===== src/sv/rsnh_div.sv =====
// bit-serial unsigned restoring divider, one quotient bit per cycle
module rsnh_div #(
  parameter int QW = 25,
  parameter int DW = 36
) (
  input  logic             clk_i,
  input  logic             rst_ni,
  input  logic             start_i,
  input  logic [QW+DW-1:0] num_i,
  input  logic [DW-1:0]    den_i,
  output logic             busy_o,
  output logic [QW-1:0]    quo_o,
  output logic             rem_nz_o
);

  localparam int CW = $clog2(QW + 1);

  logic          busy_q;
  logic [CW-1:0] cnt_q;
  logic [DW-1:0] rem_q, rem_d;
  logic [QW-1:0] sh_q;
  logic [DW-1:0] den_q;
  logic [DW:0]   trial;
  logic          ge;

  always_comb begin
    trial = {rem_q, sh_q[QW-1]};
    ge    = trial >= {1'b0, den_q};
    rem_d = ge ? DW'(trial - {1'b0, den_q}) : trial[DW-1:0];
  end

  always_ff @(posedge clk_i or negedge rst_ni) begin
    if (!rst_ni) begin
      busy_q <= 1'b0;
      cnt_q  <= '0;
    end else if (start_i) begin
      busy_q <= 1'b1;
      cnt_q  <= CW'(QW);
    end else if (busy_q) begin
      cnt_q <= cnt_q - CW'(1);
      if (cnt_q == CW'(1)) begin
        busy_q <= 1'b0;
      end
    end
  end

  always_ff @(posedge clk_i) begin
    if (start_i) begin
      rem_q <= num_i[QW+DW-1:QW];
      sh_q  <= num_i[QW-1:0];
      den_q <= den_i;
    end else if (busy_q) begin
      rem_q <= rem_d;
      sh_q  <= {sh_q[QW-2:0], ge};
    end
  end

  assign busy_o   = busy_q;
  assign quo_o    = sh_q;
  assign rem_nz_o = |rem_q;

endmodule


===== config.mk =====
export PLATFORM = sky130hd
export DESIGN_NAME = rsnh_div
export DESIGN_NICKNAME = d
export VERILOG_FILES = /design/src/sv/rsnh_div.sv
export SDC_FILE = /design/constraint.sdc
export NUM_CORES = 1
export LEC_CHECK = 0
export ABC_AREA = 0
export BUFFER_PORTS_ARGS = -buffer_cell sky130_fd_sc_hd__buf_2
export CAP_MARGIN = 20
export CORE_UTILIZATION = 60
export CTS_BUF_LIST = sky130_fd_sc_hd__clkbuf_16
export DETAILED_ROUTE_END_ITERATION = 12
export PLACE_DENSITY = 0.86
export SLEW_MARGIN = 20
export SYNTH_ARGS = -nofsm -noshare
export SYNTH_HDL_FRONTEND = slang
export SYNTH_SLANG_ARGS = --single-unit
export TNS_END_PERCENT = 50

===== constraint.sdc =====
create_clock -name clk_i -period 5.1 [get_ports clk_i]
set_input_delay 1.02 -clock clk_i [delete_from_list [all_inputs] [get_ports clk_i]]
set_output_delay 1.02 -clock clk_i [all_outputs]
set_load 0.03 [all_outputs]

# After elaboration in Yosys (flattened, before gate mapping)
# Cells that the tools add are included.
[op_classes]
add_sub_neg = 2
n_mul = 0
div = 0
n_lt_le_gt_ge = 1
n_eq_ne = 1
n_shift = 0
muxes = 10
n_bitwise = 0
reduce_logical = 2
[ops]
columns = ["op", "count"]
rows = [
  ["36-bit two-way mux", 3],
  ["25-bit two-way mux", 2],
  ["37-bit by 36-bit >= comparator with 1-bit output", 1],
  ["36-bit OR reduction", 1],
  ["36-bit subtractor", 1],
  ["5-bit two-way mux", 2],
  ["5-bit by 1-bit equality test with 1-bit output (second input constant)", 1],
  ["5-bit by 1-bit subtractor with 5-bit output (second input constant)", 1],
  ["1-bit two-way mux", 3],
  ["2-bit nonzero test", 1],
]
[totals]
regBits = 103
latchBits = 0
mem_bits_rw = 0
mem_bits_ro = 0
inputBits = 100
out_inout_bits = 27
elab_cells = 21
memories = 0

# Depth between registers and ports, before layout
# Gate-level depths: netlist (run 1).
[logic_depth]
ltp_word = 4
depth_mapped = 15
ltp_nobuf = 13

# Worst setup path after synthesis (run 1)
# No wires, ideal clock.
[synth_path]
kind = "register to register"
from = "register sh_q[24], in the netlist quo_o[24]"
to = "register rem_q[22], data pin"
setup_time_ns = 0.261
arrival_ns = 2.996
t_required_ns = 4.839
slack_ns = 1.843
path_stages_with_launch = 14
path_buffers = 0
period_less_slack_ns = 3.257
path_cell_list = "edfxtp_1 inv_1 ha_1 fa_1 nor2b_1 o31a_1 o21ai_1 a211oi_1 o22ai_1 o21a_1 o21ai_1 a311oi_1 xnor2_1 a221o_1"
[synth_via]
elab_chain_cells = 4
word_cells_on_any_way = 5
classes_between = "add/sub (1); order compare (1); mux (3)"
[synth_rtl]
columns = ["element", "line_no", "source"]
rows = [
  ["start: declaration", "21", "logic [QW-1:0] sh_q;"],
  ["start signal: assignment", "50", "sh_q <= num_i[QW-1:0];"],
  ["start signal: assignment", "54", "sh_q <= {sh_q[QW-2:0], ge};"],
  ["36-bit subtractor or 37-bit by 36-bit >= comparator with 1-bit output (tied branches)", "29, 28", ""],
  ["36-bit two-way mux *", "29", "rem_d = ge ? DW'(trial - {1'b0, den_q}) : trial[DW-1:0];"],
  ["36-bit two-way mux *", "52", "end else if (busy_q) begin"],
  ["36-bit two-way mux *", "48", "if (start_i) begin"],
  ["end signal: assignment", "49", "rem_q <= num_i[QW+DW-1:QW];"],
  ["end signal: assignment", "53", "rem_q <= rem_d;"],
  ["end: declaration", "20", "logic [DW-1:0] rem_q, rem_d;"],
]
# Mark *: on every way between the ends. The rest lies on a longest branch, timed or not. The select of a mux whose other input is x is not followed.
# A chain may end at the register's enable or synchronous reset.

# Final worst setup path (run 1)
[layout_path]
from = "register rem_q[8]"
to = "register rem_q[15], data pin"
[layout_via]
elab_chain_cells = 4
word_cells_on_any_way = 5
classes_between = "add/sub (1); order compare (1); mux (3)"
[layout_rtl]
columns = ["element", "line_no"]
rows = [
  ["36-bit subtractor or 37-bit by 36-bit >= comparator with 1-bit output (tied branches)", "29, 28"],
  ["36-bit two-way mux *", "29"],
  ["36-bit two-way mux *", "52"],
  ["36-bit two-way mux *", "48"],
]
# Marks and branches as above.

==> results of run 1 <==
==> worst min-delay path by stage <==
stage,end,depth (start not counted),start,slack (ns)
floorplan,cnt_q[4],2,cnt_q[4],0.49
global placement,cnt_q[4],2,cnt_q[4],0.50
detailed placement,cnt_q[4],2,cnt_q[4],0.53
CTS,cnt_q[1],1,rst_ni,0.47
global route,cnt_q[0],1,rst_ni,0.48
finish,cnt_q[1],1,rst_ni,0.47
==> worst max-delay path: stages (launching register included) <==
cell       delay (ns)
edfxtp_1         0.44
ha_1             0.44
nand4_2          0.19
a21oi_1          0.17
a21oi_1          0.13
o2bb2ai_1        0.22
o31a_1           0.32
a21o_1           0.23
o21ai_4          0.75
mux2_2           0.42
mux2_2           0.26
==> through the flow <==
step | setup slack [ns] | cells
after floorplan | 1.84 | 597
after global placement | 1.44 | 844
after detailed placement | 1.28 | 844
after CTS | 1.25 | 859
after global routing | 1.05 | 859
final | 1.26 | 859
==> state kept, by name, indices dropped and copies added (netlist names) <==
register,cells
busy_o,1
cnt_q,5
den_q,36
quo_o,25
rem_q,36
==> cells by family after synthesis <==
family | count (synthesis) | synth area share (%)
and+or+nand+nor | 138 | 11.1
AOI/OAI and AO/OA | 136 | 13.3
DFF | 103 | 46.6
muxes | 74 | 12.5
buffers and inverters | 72 | 4.34
adders and majority gates | 39 | 7.54
xor gates and xnor gates | 35 | 4.66
==> per-layer routing <==
layer	share of wire (%)	track usage, %	wire length [um]
met1	42	34.1	6340
met2	49	47.6	7350
met3	7.5	7.60	1140
met4	1.8	7.34	267
met5	0	0	0
==> where the power goes <==
group / switching (mW) / internal [mW]
logic: 1.31 / 1.09
clock network: 0.320 / 0.332
registers: 0.178 / 1.20
total: 1.81 / 2.63
==> cell type report <==
type	count	area [um2]
fill	774	2870
multi-input combinational	422	3220
tap	136	170
clock buffer	9	225
sequential	103	3060
timing repair buffer	130	663
inverter	53	199
clock inverter	6	47.5
==> cell usage in the layout (no fill, tap or decap), types with 3 or more instances in the layout <==
cell       instances
a211oi_1           4
a21o_1            15
a21oi_1           50
a221o_1            3
a31oi_1            4
and2_1             3
and3_1             4
buf_2            125
buf_4              5
clkbuf_16          9
clkinv_4           3
dfrtp_1            6
edfxtp_1          97
ha_1              38
inv_1             53
mux2_2            62
mux2i_1           12
nand2_1           39
nand2b_1           7
nand3_1            6
nand4_1           11
nor2_1            25
nor2b_1           11
nor3_1             4
nor3b_1            3
nor4_1            11
o21a_1             6
o21ai_0           22
o21ai_1            3
o21bai_1           8
o2bb2ai_1          3
o31ai_1            3
or2_2              3
xnor2_1           24
xor2_1            11
==> flow_metrics.tcl, run 1 <==
set metrics [dict create \
    vias 5134 \
    slew_headroom_pct 34.9 \
    worst_pin_slew_ns 0.976 \
    critPathLaunchType "register" \
    yosysSeqAreaShare_pct 46.6 \
    reg2reg_depth 10 \
    status "finished, final reports clean" \
    die_area_um2 11400 \
    rsz0062_at_grt "false" \
    syn_avg_cell_area_um2 11.0 \
    clkSinkCount 103 \
    dp_hpwl_um 11200 \
    final_area_um2 7590 \
    cts_buffers 9 \
    period_share_pct 75.2 \
    placed_cell_area_um2 7320 \
    post-cts-setup-buffers 0 \
    total_power_mw 4.43 \
    routabilityCongestion 0.986 \
    min-delay-path-class "input pin to async pin" \
    cts_tree "done" \
    via_per_inst 5.98 \
    antennaDiodeCount 0 \
    cts.repair.resized 0 \
    r2r_end "rem_q[15]" \
    yosysTopAreaCellShare_pct 44.3 \
    async_flop_share_pct 5.83 \
    grt_max_degree 63 \
    core_um2 10500 \
    dr.pass1.iters 5 \
    cts_max_path_buffers 2 \
    synth_area_leader_cell "edfxtp_1" \
    grt_usage_pct 27.6 \
    synth_commonest_cells "97 x edfxtp_1, 62 x mux2_2, 53 x inv_1, 50 x a21oi_1, 39 x nand2_1" \
    grt_pass1_vias 5257 \
    cts_hold_buffers 0 \
    r2r_slack_ns 1.26 \
    period_needed_ns 3.84 \
    final_core_util_pct 72.6 \
    path_class "register to register" \
    path_max_fanout 26 \
    startpoint "rem_q[8]" \
    synth_area_leaders "edfxtp_1 44%, mux2_2 11%, ha_1 7.2%" \
    h-tree-depth 3 \
    p_leak_nw 3.26 \
    wire_per_inst_um 17.6 \
    die-height_um 107 \
    die_x_um 107 \
    powerDensity_nw_per_um2 584 \
    wl_um 15100 \
    insertion_delay_ns 0.36 \
    antenna_found_initial 0 \
    num_rows 37 \
    ir_drop_v 0.000354 \
    cts.clk_slew.worst_paths_ns 0.07 \
    grt_pass1_wl_um 24500 \
    synthFlopType "edfxtp_1" \
    tns_ns 0 \
    synthToLayoutAreaGrowth_pct 15.5 \
    overflow 0 \
    ios 127 \
    slew_viol_final 0 \
    required_ns 5.22 \
    place.port_buffers 126 \
    worstSetupEndpoint "rem_q[15]" \
    synth_nets 736 \
    r2r-start "rem_q[8]" \
    max_cap_violations 0 \
    synth_area_um2 6570 \
    synth_warnings 0 \
    start_util_pct 62.8 \
    ant_nets 0 \
    finalClockSkew_ns 0.00827 \
    endpoint_kind "register" \
    whs_ns 0.470 \
    root_buffer "clkbuf_16" \
    remaining_drc_errors 0 \
    finalNetCount 858 \
    synth_seq_cells 103 \
    drive_above_1_share_pct 30.3 \
    drt_iter0_markers 282 \
    arrival_ns 3.95 \
    max_freq_mhz 261 \
    syn_inst 597 \
    synth-edff-count 97 \
    hold_viol_final 0 \
    yosysMostFrequentCell "edfxtp_1" \
    ys_types 58 \
    finalSetupViolations 0 \
]
No activity file was read; power rests on OpenSTA's default activity.
==> run 2: changes to the inputs <==
Settings changed: ABC_AREA 0 to 1, CORE_UTILIZATION 60 to 52, PLACE_DENSITY 0.86 to 0.78.
Clock period 5.1 ns to 3.43 ns, I/O delays scaled along.
==> run 2 against run 1 <==
  * Critical path depth shrank 5
  * Non-clock buffer count rose by 3
  * Via count rose by 34%
  * First-iteration DRC count rose by 95%
  * Wire length up 29%
  * Sequential share of layout area decreased by 4.0 points
  * Register-to-register slack lost 0.64 ns
  * Count of clock-buffer cells in the layout is the same
  * Synthesized area rose by 12%
  * Largest power group unchanged
==> flow_metrics.tcl, run 2 <==
set metrics [dict create \
    status "finished, final reports clean" \
    finalClockSkew_ns 0.00885 \
    cts_buffers 9 \
    critPathLaunchType "register" \
    core_um2 13900 \
    wl_um 19400 \
    h-tree-depth 3 \
    synth_xor_area_share_pct 2.02 \
    yosysMostFrequentCell "nand2_1" \
    dr.pass1.iters 5 \
    synth_seq_cells 103 \
    min-delay-path-class "input pin to async pin" \
    via_per_inst 5.33 \
    die_area_um2 14700 \
    grt_usage_pct 28.1 \
    final_cell_mix "340 x nand2_1, 151 x inv_1, 125 x buf_2" \
    synth_warnings 0 \
    async_flop_share_pct 5.83 \
    die_x_um 121 \
    ios 127 \
    wire_per_inst_um 15.0 \
    endpoint_kind "output pin" \
    post-cts-setup-buffers 0 \
    max_freq_mhz 354 \
    synth_area_um2 7380 \
    required_ns 2.74 \
    period_needed_ns 2.83 \
    placed_cell_area_um2 8120 \
    busiest_layer "met2" \
    routabilityCongestion 0.969 \
    synthFlopType "edfxtp_1" \
    period_share_pct 82.4 \
    arrival_ns 2.14 \
    ant_nets 0 \
    syn_avg_cell_area_um2 7.46 \
    synth_nets 1129 \
    synth_commonest_cells "340 x nand2_1, 152 x inv_1, 98 x nand3_1, 97 x edfxtp_1, 70 x nor2_1" \
    place.port_buffers 126 \
    grt_pass1_vias 6616 \
    r2r-start "rem_q[17]" \
    insertion_delay_ns 0.36 \
    stdcell_count 1291 \
    vias 6876 \
    finalSetupViolations 0 \
    synth_area_leader_cell "edfxtp_1" \
    powerDensity_nw_per_um2 790 \
    n_fill_cell 1339 \
    global_route.usage.met3_pct 5.78 \
    cts.repair.resized 0 \
    tns_ns 0 \
    grt_max_degree 63 \
    synth_area_leaders "edfxtp_1 39%, nand2_1 17%, inv_1 7.7%" \
    grt_pass1_wl_um 31600 \
    gr-usage-met1_pct 35.7 \
    antenna_found_initial 0 \
    synth-edff-count 97 \
    final_core_util_pct 60.7 \
    drive_above_1_share_pct 15.9 \
    path_class "register to output pin" \
    syn_inst 990 \
    mostFrequentLayoutCell "nand2_1" \
    yosysTopAreaCellShare_pct 39.5 \
    cts_hold_buffers 0 \
    worst_pin_slew_ns 1.05 \
    total_power_mw 6.66 \
    regArea_um2 3060 \
    die-height_um 121 \
    cts_tree "done" \
    cts.clk_slew.worst_paths_ns 0.07 \
    final_area_um2 8430 \
    slew_viol_final 0 \
    finalNetCount 1245 \
    ys_types 37 \
    hold_viol_final 0 \
    overflow 0 \
    synthToLayoutAreaGrowth_pct 14.2 \
    slew_headroom_pct 30.0 \
    yosysSeqAreaShare_pct 41.5 \
    cts_max_path_buffers 2 \
    grtUsageMet2_pct 46.4 \
    multi_input_area_um2 3550 \
    antennaDiodeCount 0 \
    start_util_pct 53.2 \
    synthMuxAreaShare_pct 0 \
    p_leak_nw 4.41 \
    yosys.area_share.simple_pct 35.0 \
    path_max_fanout 3 \
    dp_cells 1275 \
    ir_drop_v 0.000455 \
    max_cap_violations 0 \
    drt_iter0_markers 551 \
    root_buffer "clkbuf_16" \
    synth_compound_area_share_pct 4.34 \
    rsz0062_at_grt "false" \
    clkSinkCount 103 \
    whs_ns 0.130 \
    synth_top_family_by_area "simple AND/OR/NAND/NOR gates" \
    startpoint "rem_q[11]" \
    num_rows 43 \
    synthAdderAreaFrac_pct 6.71 \
    remaining_drc_errors 0 \
    dp_hpwl_um 14800 \
    finalWorstSetupSlack_ns 0.605 \
    place_ws_ns 0.643 \
]
[run 2: cell types whose count changed in the layout (fill, tap and decap cells not counted), moves of 7 or more]
| cell | delta |
|---|---|
| inv_1 | +98 |
| o21ai_0 | -7 |
| xnor2_1 | -23 |
| nor2_1 | +45 |
| mux2i_1 | -12 |
| mux2_2 | -62 |
| a21o_1 | -12 |
| a21oi_1 | -21 |
| nand3_1 | +92 |
| nand2_1 | +301 |
| nand4_1 | +36 |
| nor2b_1 | -11 |
[run 2: kinds of logic after synthesis]
logic type | after synthesis
AOI/OAI and AO/OA | 56
DFF | 103
buffers and inverters | 184
adders and majority gates | 39
and+or+nand+nor | 591
xor gates and xnor gates | 17
[run 2: critical path: stages, from the launching register on]
cell,delay (ns)
edfxtp_1,0.44
nor4_1,0.47
nand3_1,0.22
nor2_1,0.31
nand4_1,0.14
buf_2,0.20
[run 2: metal layers]
layer | up-vias | routed length, um
li1 | 3451 | -
met1 | 3124 | 8470
met2 | 260 | 8880
met3 | 41 | 1510
met4 | 0 | 576
met5 | - | 0
[run 2: path summary, 6_finish.rpt]
kind / depth (start not counted) / slack, ns / to
hold reg to reg: 1 / 0.51 / cnt_q[3]
setup reg to reg: 11 / 0.62 / rem_q[30]
hold / removal: 1 / 0.13 / cnt_q[3]
min in group clk_i: 1 / 0.49 / den_q[7]
max in group asynchronous: 1 / 3.16 / cnt_q[0]
setup / recovery: 5 / 0.60 / rem_nz_o
[run 2: power breakdown]
group          internal [mW]  switching [mW]  total [mW]
logic                   1.19            2.36        3.54
clock network          0.578           0.493        1.07
registers               1.78           0.266        2.05
[run 2: layout make-up]
cell class	count	share of cell area [%]
timing repair buffer	133	8.29
tap	180	2.67
inverter	156	6.95
multi-input combinational	703	42.1
clock buffer	9	2.67
clock inverter	7	0.950
sequential	103	36.3
==> run 3: changes to the inputs <==
Settings changed: CORE_UTILIZATION 52 to 57, PLACE_DENSITY 0.78 to 0.81.
Clock period 3.43 ns to 3 ns, I/O delays scaled along.
==> run 3 against run 2 <==
  * Core utilization is 6.2 points higher
  * Non-clock buffer count is 3 higher
  * Wire length is 0.64% lower
  * Count of clock-buffer cells in the layout stayed put
  * Critical path type is now register to register
  * Critical endpoint is now rem_q[1]
  * Largest cell class unchanged
  * Largest power group unchanged
==> flow_metrics.tcl, run 3 (synthesis gave the netlist of run 2 again) <==
set metrics [dict create \
    period_share_pct 89.3 \
    wire_per_inst_um 15.0 \
    rsz0062_at_grt "false" \
    place.port_buffers 126 \
    cts_buffers 9 \
    worst_pin_slew_ns 0.857 \
    arrival_ns 2.79 \
    insertion_delay_ns 0.37 \
    dr.pass1.iters 6 \
    remaining_drc_errors 0 \
    start_util_pct 58.5 \
    root_buffer "clkbuf_16" \
    ant_nets 0 \
    stdcell_count 1286 \
    h-tree-depth 3 \
    grt_usage_pct 30.3 \
    max_cap_violations 0 \
    min-delay-path-class "input pin to async pin" \
    total_power_mw 7.70 \
    endpoint_kind "register" \
    routabilityCongestion 1.03 \
    die_x_um 116 \
    vias 6796 \
    required_ns 3.11 \
    cts.clk_slew.worst_paths_ns 0.08 \
    ios 127 \
    critPathLaunchType "register" \
    grt_pass1_wl_um 31200 \
    cts_hold_buffers 0 \
    core_um2 12600 \
    status "finished, final reports clean" \
    r2r_slack_ns 0.32 \
    whs_ns 0.0399 \
    period_needed_ns 2.68 \
    dp_cells 1270 \
    via_per_inst 5.28 \
    final_cell_mix "340 x nand2_1, 151 x inv_1, 125 x buf_2" \
    r2r-start "rem_q[17]" \
    drive_above_1_share_pct 16.2 \
    path_max_fanout 34 \
    mostFrequentLayoutCell "nand2_1" \
    multi_input_area_um2 3550 \
    finalNetCount 1248 \
    cts.repair.resized 0 \
    post-cts-setup-buffers 0 \
    max_freq_mhz 373 \
    r2r_end "rem_q[1]" \
    drt_iter0_markers 462 \
    startpoint "rem_q[17]" \
    die-height_um 116 \
    tns_ns 0 \
    die_area_um2 13400 \
    regArea_um2 3060 \
    synthToLayoutAreaGrowth_pct 14.4 \
    cts_max_path_buffers 2 \
    wl_um 19300 \
    n_fill_cell 1170 \
    path_class "register to register" \
    slew_headroom_pct 42.8 \
    clkSinkCount 103 \
    reg2reg_depth 11 \
    p_leak_nw 4.42 \
    dp_hpwl_um 14900 \
    grt_pass1_vias 6512 \
    powerDensity_nw_per_um2 912 \
    grt_max_degree 78 \
    finalSetupViolations 0 \
    overflow 0 \
    final_core_util_pct 66.9 \
    antenna_found_initial 0 \
    cts_tree "done" \
    ir_drop_v 0.000566 \
    slew_viol_final 0 \
    hold_viol_final 0 \
    finalClockSkew_ns 0.0166 \
    num_rows 41 \
    antennaDiodeCount 0 \
]
==> run 3: cell types whose count changed in the layout (fill, tap and decap cells not counted), sizes merged <==
cell,change
clkinv,-2
inv,+2
buf,+3
==> run 3: final cells by class <==
type | count | share of cell area (%)
Multi-Input combinational cell | 703 | 42.0
Tap cell | 172 | 2.55
Timing Repair Buffer | 136 | 8.54
Inverter | 156 | 6.94
Sequential cell | 103 | 36.3
Clock inverter | 7 | 0.993
Clock buffer | 9 | 2.67
==> run 3: per-stage QoR <==
step	setup slack [ns]	instance area (um2)
detailed placement	0.352	8130
finish	0.320	8440
CTS	0.327	8440
global route	0.155	8440
global placement	0.330	8130
floorplan	0.350	7380
==> run 3: report_power, final <==
| part | internal [mW] | switching [mW] |
|---|---|---|
| Sequential | 2.03 | 0.302 |
| Clock | 0.668 | 0.603 |
| Combinational | 1.38 | 2.72 |
| Total | 4.08 | 3.62 |
==> run 3: worst max path at each step <==
stage,endpoint,cells after the start
finish,rem_q[1],11
global route,rem_q[33],13
CTS,rem_q[1],11
detailed placement,rem_q[9],11
global placement,rem_q[35],13
floorplan,quo_o[0],3
==> run 3: critical path: stages (launching register included) <==
cell and delay (ns):
edfxtp_1 0.52, ha_1 0.44, nand2_1 0.11, nand2_1 0.09, a21oi_1 0.19, nand2_1 0.16
a21oi_2 0.23, nand2_4 0.07, nand2_4 0.08, nand2_4 0.23, nand3b_1 0.21, nand3_1 0.09
==> run 3: per-layer routing <==
metal  global-route usage (%)  wire (um)  vias up
met5                        0          0        -
met4                     9.23        336        0
met3                     5.96       1400       29
met2                     52.2       9130      268
met1                     38.5       8440     3037
li1                         -          -     3462
